--- src/design/psd_pkg.sv ---
// shared types and constants for the program stream pes demux
// no dependencies
`default_nettype none
package psd_pkg;

	typedef enum logic [4:0] {
		PH_SCAN, PH_LEN_HI, PH_LEN_LO, PH_STUFF, PH_STD_LO, PH_STD_C, PH_TS_BODY,
		PH_M1_DTSMARK, PH_M2_FLAGS, PH_M2_HLEN, PH_M2_PTSMARK, PH_M2_DTSMARK,
		PH_HSKIP, PH_AID, PH_AUDX, PH_LPCM, PH_PAYLOAD, PH_SKIP
	} phase_t;

	typedef enum logic [1:0] {
		TS_FINAL, TS_M1_DTS, TS_M2_DTS, TS_HSKIP
	} ts_next_t;

	localparam logic [1:0] KIND_PAYLOAD = 2'd0;
	localparam logic [1:0] KIND_HEADER  = 2'd1;
	localparam logic [1:0] KIND_DROP    = 2'd2;

	localparam logic [2:0] ERR_NONE      = 3'd0;
	localparam logic [2:0] ERR_ZERO_LEN  = 3'd1;
	localparam logic [2:0] ERR_HDR_LONG  = 3'd2;
	localparam logic [2:0] ERR_SUB_SHORT = 3'd3;
	localparam logic [2:0] ERR_BAD_BYTE  = 3'd4;
	localparam logic [2:0] ERR_NO_PAYLD  = 3'd5;

	localparam logic [2:0] CLS_VIDEO   = 3'd0;
	localparam logic [2:0] CLS_MPA     = 3'd1;
	localparam logic [2:0] CLS_PRIV    = 3'd2;
	localparam logic [2:0] CLS_LPCM    = 3'd3;
	localparam logic [2:0] CLS_SUBPIC  = 3'd4;

	localparam logic [1:0] REG_AUDIO    = 2'd0;
	localparam logic [1:0] REG_VIDEO    = 2'd1;
	localparam logic [1:0] REG_SUBTITLE = 2'd2;

	localparam logic [8:0] AUDIO_NONE = 9'd256;
	localparam logic [4:0] VIDEO_NONE = 5'd16;
	localparam logic [5:0] SUB_NONE   = 6'd32;

	localparam logic signed [17:0] SKIP_LIMIT = 18'sd2356;
	localparam int DATA_W = 136;

	typedef struct packed {
		logic        valid;
		logic [1:0]  kind;
		logic [7:0]  payload_byte;
		logic        last_byte;
		logic [2:0]  stream_class;
		logic [7:0]  stream_number;
		logic [32:0] pts_ticks;
		logic [32:0] dts_ticks;
		logic        timestamp_fault;
		logic [15:0] payload_length;
		logic [23:0] lpcm_header;
		logic [2:0]  error_code;
	} res_t;

	typedef struct packed {
		logic       valid;
		logic [1:0] index;
		logic [8:0] data;
	} cfg_t;

endpackage
`default_nettype wire

--- src/design/psd_parser.sv ---
// byte parser: start code hunt, pes header parse, selection, result build
// depends on psd_pkg
`default_nettype none
module psd_parser (
	input  wire logic          clk,
	input  wire logic          arst_n,
	input  wire logic          step,
	input  wire logic [7:0]    data_byte,
	input  wire psd_pkg::cfg_t cfg,
	output psd_pkg::res_t      res
);
	import psd_pkg::*;

	phase_t            phase_q, phase_n;
	logic [31:0]       scode_q, scode_n;
	logic [1:0]        sync_q, sync_n;
	logic signed [17:0] bleft_q, bleft_n;
	logic [7:0]        hbl_q, hbl_n;
	logic [7:0]        sid_q, sid_n;
	logic [32:0]       pts_q, pts_n, dts_q, dts_n;
	logic [8:0]        lat_a_q, lat_a_n;
	logic [4:0]        lat_v_q, lat_v_n;
	logic [5:0]        ssel_q;
	logic [23:0]       lpcm_q, lpcm_n;
	logic              psel_q, psel_n;
	logic [7:0]        lead_q, lead_n;
	logic [31:0]       word_q, word_n;
	logic [2:0]        cnt_q, cnt_n;
	logic              into_dts_q, into_dts_n;
	ts_next_t          next_q, next_n;
	logic              bad_q, bad_n;
	logic [1:0]        flags_q, flags_n;
	logic [7:0]        sub_q, sub_n;
	logic [2:0]        cls_q, cls_n;
	logic [7:0]        num_q, num_n;
	logic              seen_q, seen_n;

	always_comb begin
		logic [7:0]  b;
		logic [31:0] head;
		logic [32:0] v;
		logic        do_disp, do_tsfin, do_hskip, do_after, do_fin;
		logic [4:0]  n5;
		b = data_byte;
		head = '0;
		v = '0;
		n5 = '0;
		do_disp = 1'b0; do_tsfin = 1'b0; do_hskip = 1'b0; do_after = 1'b0; do_fin = 1'b0;
		phase_n = phase_q; scode_n = scode_q; sync_n = sync_q; bleft_n = bleft_q;
		hbl_n = hbl_q; sid_n = sid_q; pts_n = pts_q; dts_n = dts_q;
		lat_a_n = lat_a_q; lat_v_n = lat_v_q; lpcm_n = lpcm_q; psel_n = psel_q;
		lead_n = lead_q; word_n = word_q; cnt_n = cnt_q; into_dts_n = into_dts_q;
		next_n = next_q; bad_n = bad_q; flags_n = flags_q; sub_n = sub_q;
		cls_n = cls_q; num_n = num_q; seen_n = seen_q;
		res = '0;

		case (phase_q)
			PH_SCAN: begin
				scode_n = {scode_q[23:0], b};
				if (scode_n[31:8] == 24'h000001) begin
					head = scode_n;
					scode_n = '1;
					if (sync_q == 2'd0) begin
						if (head == 32'h1BA) sync_n = 2'd1;
					end else if (sync_q == 2'd1) begin
						if (head == 32'h1BB || head == 32'h1BD
								|| (head >= 32'h1C0 && head <= 32'h1EF))
							sync_n = 2'd2;
						else
							sync_n = 2'd0;
					end
					if (sync_n == 2'd2 && head[7:0] >= 8'hBC && head[7:0] < 8'hF0
							&& head[7:0] != 8'hBE && head[7:0] != 8'hBF) begin
						sid_n = head[7:0];
						pts_n = '0; dts_n = '0; bad_n = 1'b0;
						lpcm_n = '0; seen_n = 1'b0; psel_n = 1'b0;
						cls_n = '0; num_n = '0; hbl_n = '0;
						phase_n = PH_LEN_HI;
					end
				end
			end
			PH_LEN_HI: begin
				bleft_n = 18'(signed'({1'b0, b, 8'h00}));
				phase_n = PH_LEN_LO;
			end
			PH_LEN_LO: begin
				bleft_n = bleft_q | 18'(b);
				if (bleft_n == 18'sd0) begin
					res.valid = 1'b1; res.kind = KIND_DROP; res.error_code = ERR_ZERO_LEN;
					phase_n = PH_SCAN; scode_n = '1;
				end else
					phase_n = PH_STUFF;
			end
			PH_STUFF: begin
				bleft_n = bleft_q - 18'sd1;
				if (b == 8'hFF && bleft_n > 18'sd0) begin
				end else if (b[7:6] == 2'd1)
					phase_n = PH_STD_LO;
				else
					do_disp = 1'b1;
			end
			PH_STD_LO: begin
				bleft_n = bleft_q - 18'sd2;
				phase_n = PH_STD_C;
			end
			PH_STD_C: do_disp = 1'b1;
			PH_TS_BODY: begin
				word_n = {word_q[23:0], b};
				if (cnt_q > 3'd1)
					cnt_n = cnt_q - 3'd1;
				else begin
					cnt_n = '0;
					do_tsfin = 1'b1;
				end
			end
			PH_M1_DTSMARK: begin
				if (b[7:4] != 4'd1) pts_n = '0;
				lead_n = b; word_n = '0; cnt_n = 3'd4; into_dts_n = 1'b1;
				next_n = TS_FINAL; phase_n = PH_TS_BODY;
			end
			PH_M2_FLAGS: begin
				flags_n = b[7:6];
				phase_n = PH_M2_HLEN;
			end
			PH_M2_HLEN: begin
				hbl_n = b;
				bleft_n = bleft_q - 18'sd2;
				if (signed'({10'b0, b}) > bleft_n) begin
					res.valid = 1'b1; res.kind = KIND_DROP; res.error_code = ERR_HDR_LONG;
					phase_n = PH_SCAN; scode_n = '1;
				end else if (flags_q == 2'd2 && b >= 8'd5) begin
					bleft_n = bleft_n - 18'sd5; hbl_n = b - 8'd5;
					next_n = TS_HSKIP; phase_n = PH_M2_PTSMARK;
				end else if (flags_q == 2'd3 && b >= 8'd10) begin
					bleft_n = bleft_n - 18'sd10; hbl_n = b - 8'd10;
					next_n = TS_M2_DTS; phase_n = PH_M2_PTSMARK;
				end else
					do_hskip = 1'b1;
			end
			PH_M2_PTSMARK: begin
				lead_n = b; word_n = '0; cnt_n = 3'd4; into_dts_n = 1'b0;
				phase_n = PH_TS_BODY;
			end
			PH_M2_DTSMARK: begin
				lead_n = b; word_n = '0; cnt_n = 3'd4; into_dts_n = 1'b1;
				next_n = TS_HSKIP; phase_n = PH_TS_BODY;
			end
			PH_HSKIP: begin
				if (hbl_q > 8'd1)
					hbl_n = hbl_q - 8'd1;
				else begin
					hbl_n = '0;
					do_after = 1'b1;
				end
			end
			PH_AID: begin
				sub_n = b;
				bleft_n = bleft_q - 18'sd1;
				if (bleft_n < 18'sd3) begin
					res.valid = 1'b1; res.kind = KIND_DROP; res.error_code = ERR_SUB_SHORT;
					phase_n = PH_SCAN; scode_n = '1;
				end else if (b[7:5] == 3'b001) begin
					if ({1'b0, ssel_q} == {2'b00, b[4:0]}) begin
						psel_n = 1'b1; cls_n = CLS_SUBPIC; num_n = {3'b000, b[4:0]};
					end
					do_fin = 1'b1;
				end else if (b[7:6] == 2'b10 || b[7:5] == 3'b000) begin
					if (lat_a_n == AUDIO_NONE) lat_a_n = {1'b0, b};
					if (lat_a_n == {1'b0, b}) begin
						psel_n = 1'b1;
						cls_n = (b[7:5] == 3'b101) ? CLS_LPCM : CLS_PRIV;
						num_n = b;
						bleft_n = bleft_n - 18'sd3;
						hbl_n = 8'd3;
						phase_n = PH_AUDX;
					end else
						do_fin = 1'b1;
				end else
					do_fin = 1'b1;
			end
			PH_AUDX: begin
				if (hbl_q > 8'd1)
					hbl_n = hbl_q - 8'd1;
				else begin
					hbl_n = '0;
					if (sub_q[7:5] == 3'b101 && bleft_q >= 18'sd3) begin
						bleft_n = bleft_q - 18'sd3;
						hbl_n = 8'd3;
						lpcm_n = '0;
						phase_n = PH_LPCM;
					end else
						do_fin = 1'b1;
				end
			end
			PH_LPCM: begin
				lpcm_n = {lpcm_q[15:0], b};
				if (hbl_q > 8'd1)
					hbl_n = hbl_q - 8'd1;
				else begin
					hbl_n = '0;
					seen_n = 1'b1;
					do_fin = 1'b1;
				end
			end
			PH_PAYLOAD: begin
				bleft_n = bleft_q - 18'sd1;
				res.valid = 1'b1;
				res.kind = KIND_PAYLOAD;
				res.payload_byte = b;
				res.last_byte = (bleft_n <= 18'sd0);
				res.stream_class = cls_q;
				res.stream_number = num_q;
				if (bleft_n <= 18'sd0) begin
					phase_n = PH_SCAN; scode_n = '1;
				end
			end
			PH_SKIP: begin
				bleft_n = bleft_q - 18'sd1;
				if (bleft_n <= 18'sd0) begin
					phase_n = PH_SCAN; scode_n = '1;
				end
			end
			default: begin
				phase_n = PH_SCAN; scode_n = '1;
			end
		endcase

		if (do_disp) begin
			if (b[7:4] == 4'd2) begin
				bleft_n = bleft_n - 18'sd4;
				lead_n = b; word_n = '0; cnt_n = 3'd4; into_dts_n = 1'b0;
				next_n = TS_FINAL; phase_n = PH_TS_BODY;
			end else if (b[7:4] == 4'd3) begin
				bleft_n = bleft_n - 18'sd9;
				lead_n = b; word_n = '0; cnt_n = 3'd4; into_dts_n = 1'b0;
				next_n = TS_M1_DTS; phase_n = PH_TS_BODY;
			end else if (b[7:6] == 2'd2)
				phase_n = PH_M2_FLAGS;
			else if (b == 8'h0F)
				do_fin = 1'b1;
			else begin
				res.valid = 1'b1; res.kind = KIND_DROP; res.error_code = ERR_BAD_BYTE;
				phase_n = PH_SCAN; scode_n = '1;
			end
		end

		if (do_tsfin) begin
			if (lead_q[0] && word_n[16] && word_n[0])
				v = {lead_q[3:1], word_n[31:17], word_n[15:1]};
			else begin
				v = '0;
				bad_n = 1'b1;
			end
			if (into_dts_q) dts_n = v; else pts_n = v;
			case (next_q)
				TS_M1_DTS: phase_n = PH_M1_DTSMARK;
				TS_M2_DTS: phase_n = PH_M2_DTSMARK;
				TS_HSKIP:  do_hskip = 1'b1;
				default:   do_fin = 1'b1;
			endcase
		end

		if (do_hskip) begin
			bleft_n = bleft_n - 18'(hbl_n);
			if (hbl_n > 8'd0)
				phase_n = PH_HSKIP;
			else
				do_after = 1'b1;
		end

		if (do_after) begin
			if (sid_q == 8'hBD)
				phase_n = PH_AID;
			else
				do_fin = 1'b1;
		end

		if (do_fin) begin
			if (bleft_n <= 18'sd0) begin
				res = '0;
				res.valid = 1'b1; res.kind = KIND_DROP; res.error_code = ERR_NO_PAYLD;
				phase_n = PH_SCAN; scode_n = '1;
			end else begin
				n5 = sid_q[4:0];
				if (sid_q >= 8'hC0 && sid_q <= 8'hDF) begin
					if (lat_a_n == AUDIO_NONE) lat_a_n = {4'b0000, n5};
					if (lat_a_n == {4'b0000, n5}) begin
						psel_n = 1'b1; cls_n = CLS_MPA; num_n = {3'b000, n5};
					end
				end else if (sid_q >= 8'hE0 && sid_q <= 8'hEF) begin
					if (lat_v_n == VIDEO_NONE) lat_v_n = {1'b0, n5[3:0]};
					if (lat_v_n == {1'b0, n5[3:0]}) begin
						psel_n = 1'b1; cls_n = CLS_VIDEO; num_n = {4'b0000, n5[3:0]};
					end
				end
				if (psel_n) begin
					res.valid = 1'b1;
					res.kind = KIND_HEADER;
					res.stream_class = cls_n;
					res.stream_number = num_n;
					res.pts_ticks = pts_n;
					res.dts_ticks = dts_n;
					res.timestamp_fault = bad_n;
					res.payload_length = bleft_n[15:0];
					res.lpcm_header = seen_n ? lpcm_n : 24'h0;
					phase_n = PH_PAYLOAD;
				end else if (bleft_n <= SKIP_LIMIT)
					phase_n = PH_SKIP;
				else begin
					phase_n = PH_SCAN; scode_n = '1;
				end
			end
		end
		if (!step) res.valid = 1'b0;
	end

	always_ff @(posedge clk or negedge arst_n) begin
		if (!arst_n) begin
			phase_q <= PH_SCAN; scode_q <= '1; sync_q <= '0; bleft_q <= '0;
			hbl_q <= '0; sid_q <= '0; pts_q <= '0; dts_q <= '0;
			lat_a_q <= AUDIO_NONE; lat_v_q <= VIDEO_NONE; lpcm_q <= '0; psel_q <= 1'b0;
			lead_q <= '0; word_q <= '0; cnt_q <= '0; into_dts_q <= 1'b0;
			next_q <= TS_FINAL; bad_q <= 1'b0; flags_q <= '0; sub_q <= '0;
			cls_q <= '0; num_q <= '0; seen_q <= 1'b0;
			ssel_q <= SUB_NONE;
		end else if (cfg.valid) begin
			case (cfg.index)
				REG_AUDIO: lat_a_q <= cfg.data;
				REG_VIDEO: lat_v_q <= cfg.data[4:0];
				REG_SUBTITLE: ssel_q <= cfg.data[5:0];
				default: ;
			endcase
		end else if (step) begin
			phase_q <= phase_n; scode_q <= scode_n; sync_q <= sync_n; bleft_q <= bleft_n;
			hbl_q <= hbl_n; sid_q <= sid_n; pts_q <= pts_n; dts_q <= dts_n;
			lat_a_q <= lat_a_n; lat_v_q <= lat_v_n; lpcm_q <= lpcm_n; psel_q <= psel_n;
			lead_q <= lead_n; word_q <= word_n; cnt_q <= cnt_n; into_dts_q <= into_dts_n;
			next_q <= next_n; bad_q <= bad_n; flags_q <= flags_n; sub_q <= sub_n;
			cls_q <= cls_n; num_q <= num_n; seen_q <= seen_n;
		end
	end

endmodule
`default_nettype wire

--- src/design/program_stream_pes_demux.sv ---
// program stream pes demux top: input register, parser, result register
// one byte per cycle sustained while m_tready does not stall the result register
// the parser state updates once per byte, paced by the result register
// arst_n clears all control state, selects return to latch-first and no subtitle
// depends on psd_pkg and psd_parser
`default_nettype none
module program_stream_pes_demux (
	input  wire logic                        clk,
	input  wire logic                        arst_n,
	input  wire logic                        s_tvalid,
	output logic                             s_tready,
	input  wire logic [7:0]                  s_tdata,   // data_byte
	output logic                             m_tvalid,
	input  wire logic                        m_tready,
	output logic [psd_pkg::DATA_W-1:0]       m_tdata,   // payload_byte, stream_class,
	                                                    // stream_number, pts_ticks, dts_ticks,
	                                                    // timestamp_fault, payload_length,
	                                                    // lpcm_header, error_code, zero pad
	output logic                             m_tlast,   // last_byte
	output logic [1:0]                       m_tuser,   // event_kind
	input  wire logic                        cfg_valid,
	output logic                             cfg_ready,
	input  wire logic [1:0]                  cfg_index,
	input  wire logic [8:0]                  cfg_data
);
	import psd_pkg::*;

	logic       vld_s1;
	logic [7:0] byte_s1;
	logic       adv;
	res_t       res;
	cfg_t       cfg;

	assign adv = !m_tvalid || m_tready;
	assign s_tready = !vld_s1 || adv;
	// no register write while a byte waits in the input stage
	assign cfg_ready = !vld_s1;
	assign cfg = '{valid: cfg_valid && cfg_ready, index: cfg_index, data: cfg_data};

	always_ff @(posedge clk or negedge arst_n) begin
		if (!arst_n)
			vld_s1 <= 1'b0;
		else if (s_tready)
			vld_s1 <= s_tvalid;
	end

	always_ff @(posedge clk) begin
		if (s_tready && s_tvalid) byte_s1 <= s_tdata;
	end

	psd_parser u_parser (
		.clk       (clk),
		.arst_n    (arst_n),
		.step      (vld_s1 && adv),
		.data_byte (byte_s1),
		.cfg       (cfg),
		.res       (res)
	);

	always_ff @(posedge clk or negedge arst_n) begin
		if (!arst_n)
			m_tvalid <= 1'b0;
		else if (adv)
			m_tvalid <= res.valid;
	end

	always_ff @(posedge clk) begin
		if (adv && res.valid) begin
			m_tdata <= {7'b0, res.error_code, res.lpcm_header, res.payload_length,
				res.timestamp_fault, res.dts_ticks, res.pts_ticks, res.stream_number,
				res.stream_class, res.payload_byte};
			m_tlast <= res.last_byte;
			m_tuser <= res.kind;
		end
	end

	a_last_payload: assert property (@(posedge clk) disable iff (!arst_n)
		m_tvalid && m_tlast |-> m_tuser == KIND_PAYLOAD)
		else $error("last marked on non-payload transaction");

	a_drop_code: assert property (@(posedge clk) disable iff (!arst_n)
		m_tvalid && m_tuser == KIND_DROP |-> m_tdata[128:126] != ERR_NONE)
		else $error("drop without error code");

	a_ready_free: assert property (@(posedge clk) disable iff (!arst_n)
		!vld_s1 |-> s_tready)
		else $error("input stalled with empty stage");

endmodule
`default_nettype wire

--- config.mk ---
export PLATFORM = sky130hd
export DESIGN_NAME = program_stream_pes_demux
export DESIGN_NICKNAME = d
export VERILOG_FILES = /design/src/design/psd_pkg.sv /design/src/design/psd_parser.sv /design/src/design/program_stream_pes_demux.sv
export SDC_FILE = /design/constraint.sdc
export NUM_CORES = 1
export LEC_CHECK = 0
export ABC_AREA = 1
export BUFFER_PORTS_ARGS = -buffer_cell sky130_fd_sc_hd__buf_2
export CAP_MARGIN = 30
export CORE_AREA = 5 5 274 276
export DETAILED_ROUTE_END_ITERATION = 8
export DIE_AREA = 0 0 279 281
export PLACE_DENSITY_LB_ADDON = 0.3
export SLEW_MARGIN = 20
export SYNTH_ARGS = -nofsm -noshare
export SYNTH_HDL_FRONTEND = slang
export SYNTH_SLANG_ARGS = --single-unit
--- constraint.sdc ---
create_clock -name clk -period 31.6 [get_ports clk]
set_input_delay 6.32 -clock clk [delete_from_list [all_inputs] [get_ports clk]]
set_output_delay 6.32 -clock clk [all_outputs]
set_load 0.05 [all_outputs]
# Word-level counts from Yosys, hierarchy flattened
# Cells that the tools add are included.
# W data, S select, Z words.
dict set report totals {
  elab_cells 438
  register_bits 395
}
dict set report classes {
  n_reduce_logical 50
  eq_ne 54
  n_bitwise 5
  add_sub_neg 13
  mux 264
  order_cmp 20
}
# op count
set op_table {}
lappend op_table {{$mux W32} 17}
lappend op_table {{$mux W33} 11}
lappend op_table {{$mux W118} 2}
lappend op_table {{$mux W18} 13}
lappend op_table {{$mux W8} 28}
lappend op_table {{$mux W5} 40}
lappend op_table {{$pmux W32 S6} 1}
lappend op_table {{$mux W9} 20}
lappend op_table {{$mux W133} 1}
lappend op_table {{$pmux W18 S7} 1}
lappend op_table {{$mux W24} 5}
lappend op_table {{$mux W3} 33}
lappend op_table {{$eq A32 B9 Y1 const B} 3}
lappend op_table {{$pmux W24 S3} 1}
lappend op_table {{$pmux W33 S2} 1}
lappend op_table {{$pmux W32 S2} 1}
lappend op_table {{$pmux W5 S12} 1}
lappend op_table {{$mux W1} 58}
lappend op_table {{$sub A18 B3 Y18 const B} 3}
lappend op_table {{$eq A5 B4 Y1 const B} 8}
lappend op_table {{$pmux W8 S5} 1}
lappend op_table {{$le A18 B1 Y1 const B} 2}
lappend op_table {{$sub A18 B4 Y18 const B} 2}
lappend op_table {{$sub A18 B5 Y18 const B} 2}
lappend op_table {{other kinds (70)} 151}

# Logic depth before layout (Yosys ltp)
dict set report depth {
  ltp_word 33
  depth_mapped 54
}

# Cells and area by module
# Synthesis repeated with hierarchy kept, for this count alone.
dict set report unflattened {
  hier_cells 3487
  hier_area_um2 25784.7
}
# module n_inst cells_each area_each_um2
set modules_own_cells {}
lappend modules_own_cells {psd_parser 1 3322 21410.5}
lappend modules_own_cells {program_stream_pes_demux 1 165 4374.2}

# Worst setup path before layout
# No wires, ideal clock.
dict set report synth_path {
  path_type {input to register}
  startpoint {input port m_tready}
  endpoint {register m_tdata[0] (netlist name), enable pin}
  cell_stages 7
  slack_ps 18350
  path_buffers 3
  t_required_ps 30976
  arrival_time_ps 12626
  cell_sequence {inv_1 nand2_1 nand2_1 clkbuf_1 clkbuf_1 clkbuf_1 nor2_1}
}
dict set report synth_between {
  elab_chain_len 4
}
# item line
set synth_rtl {}
lappend synth_rtl {{from (decl)} program_stream_pes_demux.sv:14} ;# input wire logic m_tready,
lappend synth_rtl {{$logic_or A1 B1 Y1 (*)} program_stream_pes_demux.sv:34} ;# assign adv = !m_tvalid || m_tready;
lappend synth_rtl {{$logic_and A1 B1 Y1} program_stream_pes_demux.sv:54} ;# .step (vld_s1 && adv),
lappend synth_rtl {{$mux W1} psd_parser.sv:314} ;# if (!step) res.valid = 1'b0;
lappend synth_rtl {{$logic_and A1 B1 Y1 (*)} program_stream_pes_demux.sv:68} ;# if (adv && res.valid) begin
lappend synth_rtl {{to (signal assigned)} program_stream_pes_demux.sv:69} ;# m_tdata <= {7'b0, res.error_code, res.lpcm_header, res.payload_length,
lappend synth_rtl {{to (decl)} program_stream_pes_demux.sv:15} ;# output logic [psd_pkg::DATA_W-1:0] m_tdata,
# Every way passes the cells marked *; elsewhere a longest branch is shown, timed or not.
# A chain may end at the register's enable or synchronous reset.

# Worst setup path after layout
dict set report layout_path {
  startpoint {input port m_tready}
  endpoint {output port s_tready}
}
dict set report layout_between {
  elab_chain_len 2
}
# item line
set layout_rtl {}
lappend layout_rtl {{$logic_or A1 B1 Y1} program_stream_pes_demux.sv:34}
lappend layout_rtl {{$logic_or A1 B1 Y1} program_stream_pes_demux.sv:35} ;# assign s_tready = !vld_s1 || adv;
lappend layout_rtl {{to (decl)} program_stream_pes_demux.sv:11} ;# output logic s_tready,
# No other way between the ends.

==> impl_metrics.env <==
export IMPL_run_status="complete, no violations"
export IMPL_pin_count_of_the_biggest_net_entering_global_routing=228
export IMPL_post_layout_total_power_w=0.00296
export IMPL_cts_tree="yes"
export IMPL_vias=24300
export IMPL_fp_dieH_um=281
export IMPL_num_io_pins=166
export IMPL_postRouteWirelength_um=87400
export IMPL_cts_resized=0
export IMPL_crit_start="m_tready"
export IMPL_grt_setup_unrepaired="no"
export IMPL_clock_latency_ps=620
export IMPL_grt_overflow=0
export IMPL_syn_avg_cell_area_um2=7.38
export IMPL_clock_sinks=378
export IMPL_synth_warning_count=0
export IMPL_hold_path_depth=2
export IMPL_crit_type="primary input to primary output"
export IMPL_global_route_usage_total_pct=21.5
export IMPL_avg_wl_per_cell_um=19.6
export IMPL_clk_path_buf_depth=3
export IMPL_syn_inst=3394
export IMPL_min_delay_worst_endpoint="u_parser.dts_q[3]$_DFFE_PN0P_"
export IMPL_worst_hold_path_startpoint="u_parser.dts_q[3]$_DFFE_PN0P_"
export IMPL_drt_pass1_iter_count=5
export IMPL_fin_nets=3551
export IMPL_cts_made_buffers=45
export IMPL_io_buffer_count=158
export IMPL_area_delta_synth_final_pct=12.2
export IMPL_worstSetupStartpointType="primary input"
export IMPL_ys_seq_elements=378
export IMPL_totalNegativeSetupSlack_ps=0
export IMPL_timing_hold_violations_final=0
export IMPL_worst_slew_pin_transition_ps=1080
export IMPL_core_area_mm2=0.0723
export IMPL_destination_of_the_worst_register_to_register_timing_path="m_tdata[113]$_SDFFCE_PP0P_"
export IMPL_routability_congestion_estimate_from_global_placement=0.972
export IMPL_final_critical_delay_including_setup_and_external_delays_ps=13130
export IMPL_dp_hpwl_um=61300
export IMPL_worst_r2r_setup_slack_ps=20590
export IMPL_floorplan_die_area_mm2=0.0784
export IMPL_drcViolationCount=0
export IMPL_cts_root_buf="sky130_fd_sc_hd__clkbuf_16"
export IMPL_placement_rows=99
export IMPL_grt_first_pass_wirelength_um=134000
export IMPL_num_antenna_cells=0
export IMPL_setup_fix_buffers_added_after_clock_tree_synthesis=0
export IMPL_dr_first_iter_drc_count=2641
export IMPL_timing_slew_headroom_pct=28.1
export IMPL_cts_htree_levels=2
export IMPL_initial_core_util_pct=34.6
export IMPL_grt_antenna_before_repair=1
export IMPL_timing_max_transition_violations_final=0
export IMPL_holdBufCountCts=0
export IMPL_cp_data_arrival_time_ps=6810
export IMPL_route_antenna_remaining_nets=0
export IMPL_finalSetupViolCount=0
export IMPL_drv_max_cap_violation_count=0
export IMPL_number_of_vias_per_cell_after_detailed_routing=5.44
export IMPL_hp_class="register to register"
export IMPL_worstSetupEndpointType="primary output"
export IMPL_static_leakage_power_nw=11.9
export IMPL_cp_required_ps=25280
export IMPL_synth_cell_area_mm2=0.0251
export IMPL_postSynth_asyncResetShare_pct=63.0
export IMPL_max_vdd_ir_drop_v=0.0000502
export IMPL_synth_yosys_seq_area_share_pct=40.7
export IMPL_first_global_vias=22700
export IMPL_synth_lib_cells_used_distinct=70
export IMPL_place_ws_ps=18470
export IMPL_regToRegStartpoint="u_parser.bleft_q[1]$_DFFE_PN0P_"
export IMPL_layout_filler_cells=7654
export IMPL_fmax_mhz=76.2
export IMPL_power_density_mw_per_mm2=105
export IMPL_synth_main_ff_cell="sky130_fd_sc_hd__dfrtp_1"
export IMPL_layout_drive_gt1_share_pct=13.0
export IMPL_die_w_um=279
export IMPL_clkTransAtPathRegs_ps=50
export IMPL_synth_edff_count=140
export IMPL_clock_skew_final_ps=44.5
export IMPL_crit_path_max_fanout=3
export IMPL_final_min_period_over_clock_period_pct=41.5
export IMPL_layout_setup_ws_ps=18470
export IMPL_number_of_cell_instances_on_the_worst_register_to_register_path=47
-- worst max path at each step --
stage	slack [ps]	depth (start not counted)	to
after floorplan	18350	7	m_tdata[0]$_DFFE_PP_
after global placement	18460	4	s_tready
after detailed placement	18470	4	s_tready
after CTS	18470	4	s_tready
after global routing	18430	4	s_tready
final	18470	4	s_tready
-- worst max-delay path, stage by stage --
cell and delay [ps]:
sky130_fd_sc_hd__buf_2 90, sky130_fd_sc_hd__inv_1 60, sky130_fd_sc_hd__nand3_1 100, sky130_fd_sc_hd__buf_2 230
-- logic make-up (layout without fill, tap and decap cells) --
logic type	Yosys count	count (layout)	synth area share [%]
flops	378	378	40.7
xor+xnor	38	38	1.42
mux	3	3	0.130
fa+ha+maj	52	52	2.63
compound gates	741	741	17.8
buf+inv	541	652	8.80
other cells	1	7	0.0150
simple gates	1640	1640	28.5
-- area by class of cell --
class	instances	area, um2	area share [%]
clock buffer	57	1210	4.31
clock inverter	26	234	0.832
inverter	368	1390	4.93
multi-input combinational	2481	12700	45.2
sequential	378	10200	36.2
tap	959	1200	4.27
timing repair buffer	201	1180	4.20
-- metal layers --
layer	vias to the layer above	GRT usage [%]	wire length, um
met5	-	0	0
met2	941	34.0	39200
li1	11600	-	-
met3	200	3.95	7020
met4	0	8.43	3830
met1	11500	29.2	37400
-- synth_stat cells (4+ instances only) --
library cell | number | area share [%]
sky130_fd_sc_hd__clkbuf_1 | 125 | 1.9
sky130_fd_sc_hd__buf_2 | 19 | 0.38
sky130_fd_sc_hd__a211oi_1 | 6 | 0.18
sky130_fd_sc_hd__buf_6 | 12 | 0.54
sky130_fd_sc_hd__nor3_1 | 72 | 1.4
sky130_fd_sc_hd__buf_4 | 11 | 0.33
sky130_fd_sc_hd__o32ai_1 | 4 | 0.14
sky130_fd_sc_hd__dfstp_2 | 27 | 2.8
sky130_fd_sc_hd__xnor2_1 | 11 | 0.38
sky130_fd_sc_hd__nand3b_1 | 6 | 0.18
sky130_fd_sc_hd__dfrtp_1 | 211 | 21
sky130_fd_sc_hd__and3_1 | 4 | 0.10
sky130_fd_sc_hd__nor2_4 | 7 | 0.31
sky130_fd_sc_hd__a2111oi_0 | 8 | 0.28
sky130_fd_sc_hd__edfxtp_1 | 140 | 17
sky130_fd_sc_hd__nor2_1 | 398 | 6.0
sky130_fd_sc_hd__or2_2 | 7 | 0.17
sky130_fd_sc_hd__nor2_2 | 44 | 1.1
sky130_fd_sc_hd__a21oi_1 | 132 | 2.6
sky130_fd_sc_hd__buf_1 | 5 | 0.075
sky130_fd_sc_hd__clkinv_1 | 10 | 0.15
sky130_fd_sc_hd__o2111ai_1 | 13 | 0.45
sky130_fd_sc_hd__nor4_1 | 21 | 0.52
sky130_fd_sc_hd__inv_2 | 15 | 0.22
sky130_fd_sc_hd__xor2_1 | 24 | 0.84
sky130_fd_sc_hd__nand3_2 | 8 | 0.32
sky130_fd_sc_hd__o22ai_1 | 59 | 1.5
sky130_fd_sc_hd__o31ai_1 | 5 | 0.15
sky130_fd_sc_hd__o21a_1 | 18 | 0.54
sky130_fd_sc_hd__a31oi_1 | 41 | 1.0
sky130_fd_sc_hd__nand2_4 | 7 | 0.31
sky130_fd_sc_hd__a22oi_1 | 42 | 1.3
sky130_fd_sc_hd__o32a_1 | 31 | 1.2
sky130_fd_sc_hd__o211ai_1 | 8 | 0.24
sky130_fd_sc_hd__nand2_1 | 757 | 11
sky130_fd_sc_hd__o221ai_1 | 8 | 0.28
sky130_fd_sc_hd__o21ai_0 | 307 | 6.1
sky130_fd_sc_hd__nand3_1 | 215 | 4.3
sky130_fd_sc_hd__nand4_1 | 58 | 1.4
sky130_fd_sc_hd__nand2_2 | 29 | 0.72
sky130_fd_sc_hd__o21ai_1 | 17 | 0.34
sky130_fd_sc_hd__ha_1 | 51 | 2.5
sky130_fd_sc_hd__a21oi_2 | 20 | 0.70
sky130_fd_sc_hd__inv_1 | 342 | 5.1
-- cells in the final DEF (no fill, tap or decap), drive strengths merged, types with 4 or more instances in the layout --
cell,count
a2111oi,8
a211oi,6
a21oi,152
a22oi,43
a31oi,41
and3,4
buf,201
clkbuf,57
clkinv,28
conb,7
dfrtp,211
dfstp,27
edfxtp,140
ha,51
inv,363
nand2,793
nand3,223
nand3b,6
nand4,58
nor2,450
nor3,73
nor4,21
o2111ai,13
o211ai,8
o21a,18
o21ai,325
o21bai,4
o221ai,8
o22ai,59
o31ai,5
o32a,31
o32ai,4
or2,7
xnor2,11
xor2,27
-- sequential cells by signal, summed over array words and instances, names as in the netlist, 3 cells and up --
| signal | flops |
|---|---|
| u_parser.lat_a_q | 9 |
| m_tdata | 129 |
| u_parser.pts_q | 33 |
| u_parser.scode_q | 24 |
| u_parser.num_q | 8 |
| u_parser.ssel_q | 6 |
| u_parser.sub_q | 3 |
| u_parser.lead_q | 4 |
| u_parser.cnt_q | 3 |
| u_parser.dts_q | 33 |
| byte_s1 | 8 |
| u_parser.phase_q | 5 |
| u_parser.cls_q | 3 |
| u_parser.word_q | 32 |
| u_parser.bleft_q | 18 |
| u_parser.hbl_q | 8 |
| u_parser.lat_v_q | 5 |
| u_parser.lpcm_q | 24 |
| u_parser.sid_q | 8 |
-- report_power, final --
part / internal (W) / switching (W) / leakage (nW) / total, W
combinational: 0.000481 / 0.00122 / 6.79 / 0.00171
clock: 0.000284 / 0.000225 / 0.708 / 0.000509
sequential: 0.000646 / 0.0000959 / 4.44 / 0.000741
-- stage by stage --
step	utilization [%]	std cells	area, um2	hold WS (ps)
5_1_grt	38.9	4470	28100	503
6_report	38.9	4470	28100	484
3_5_place_dp	36.8	4384	26600	473
4_1_cts	38.8	4467	28100	488
3_3_place_gp	36.8	4383	26600	466
2_1_floorplan	-	3400	25100	447
Note: power is estimated with default switching activity, not from simulation.
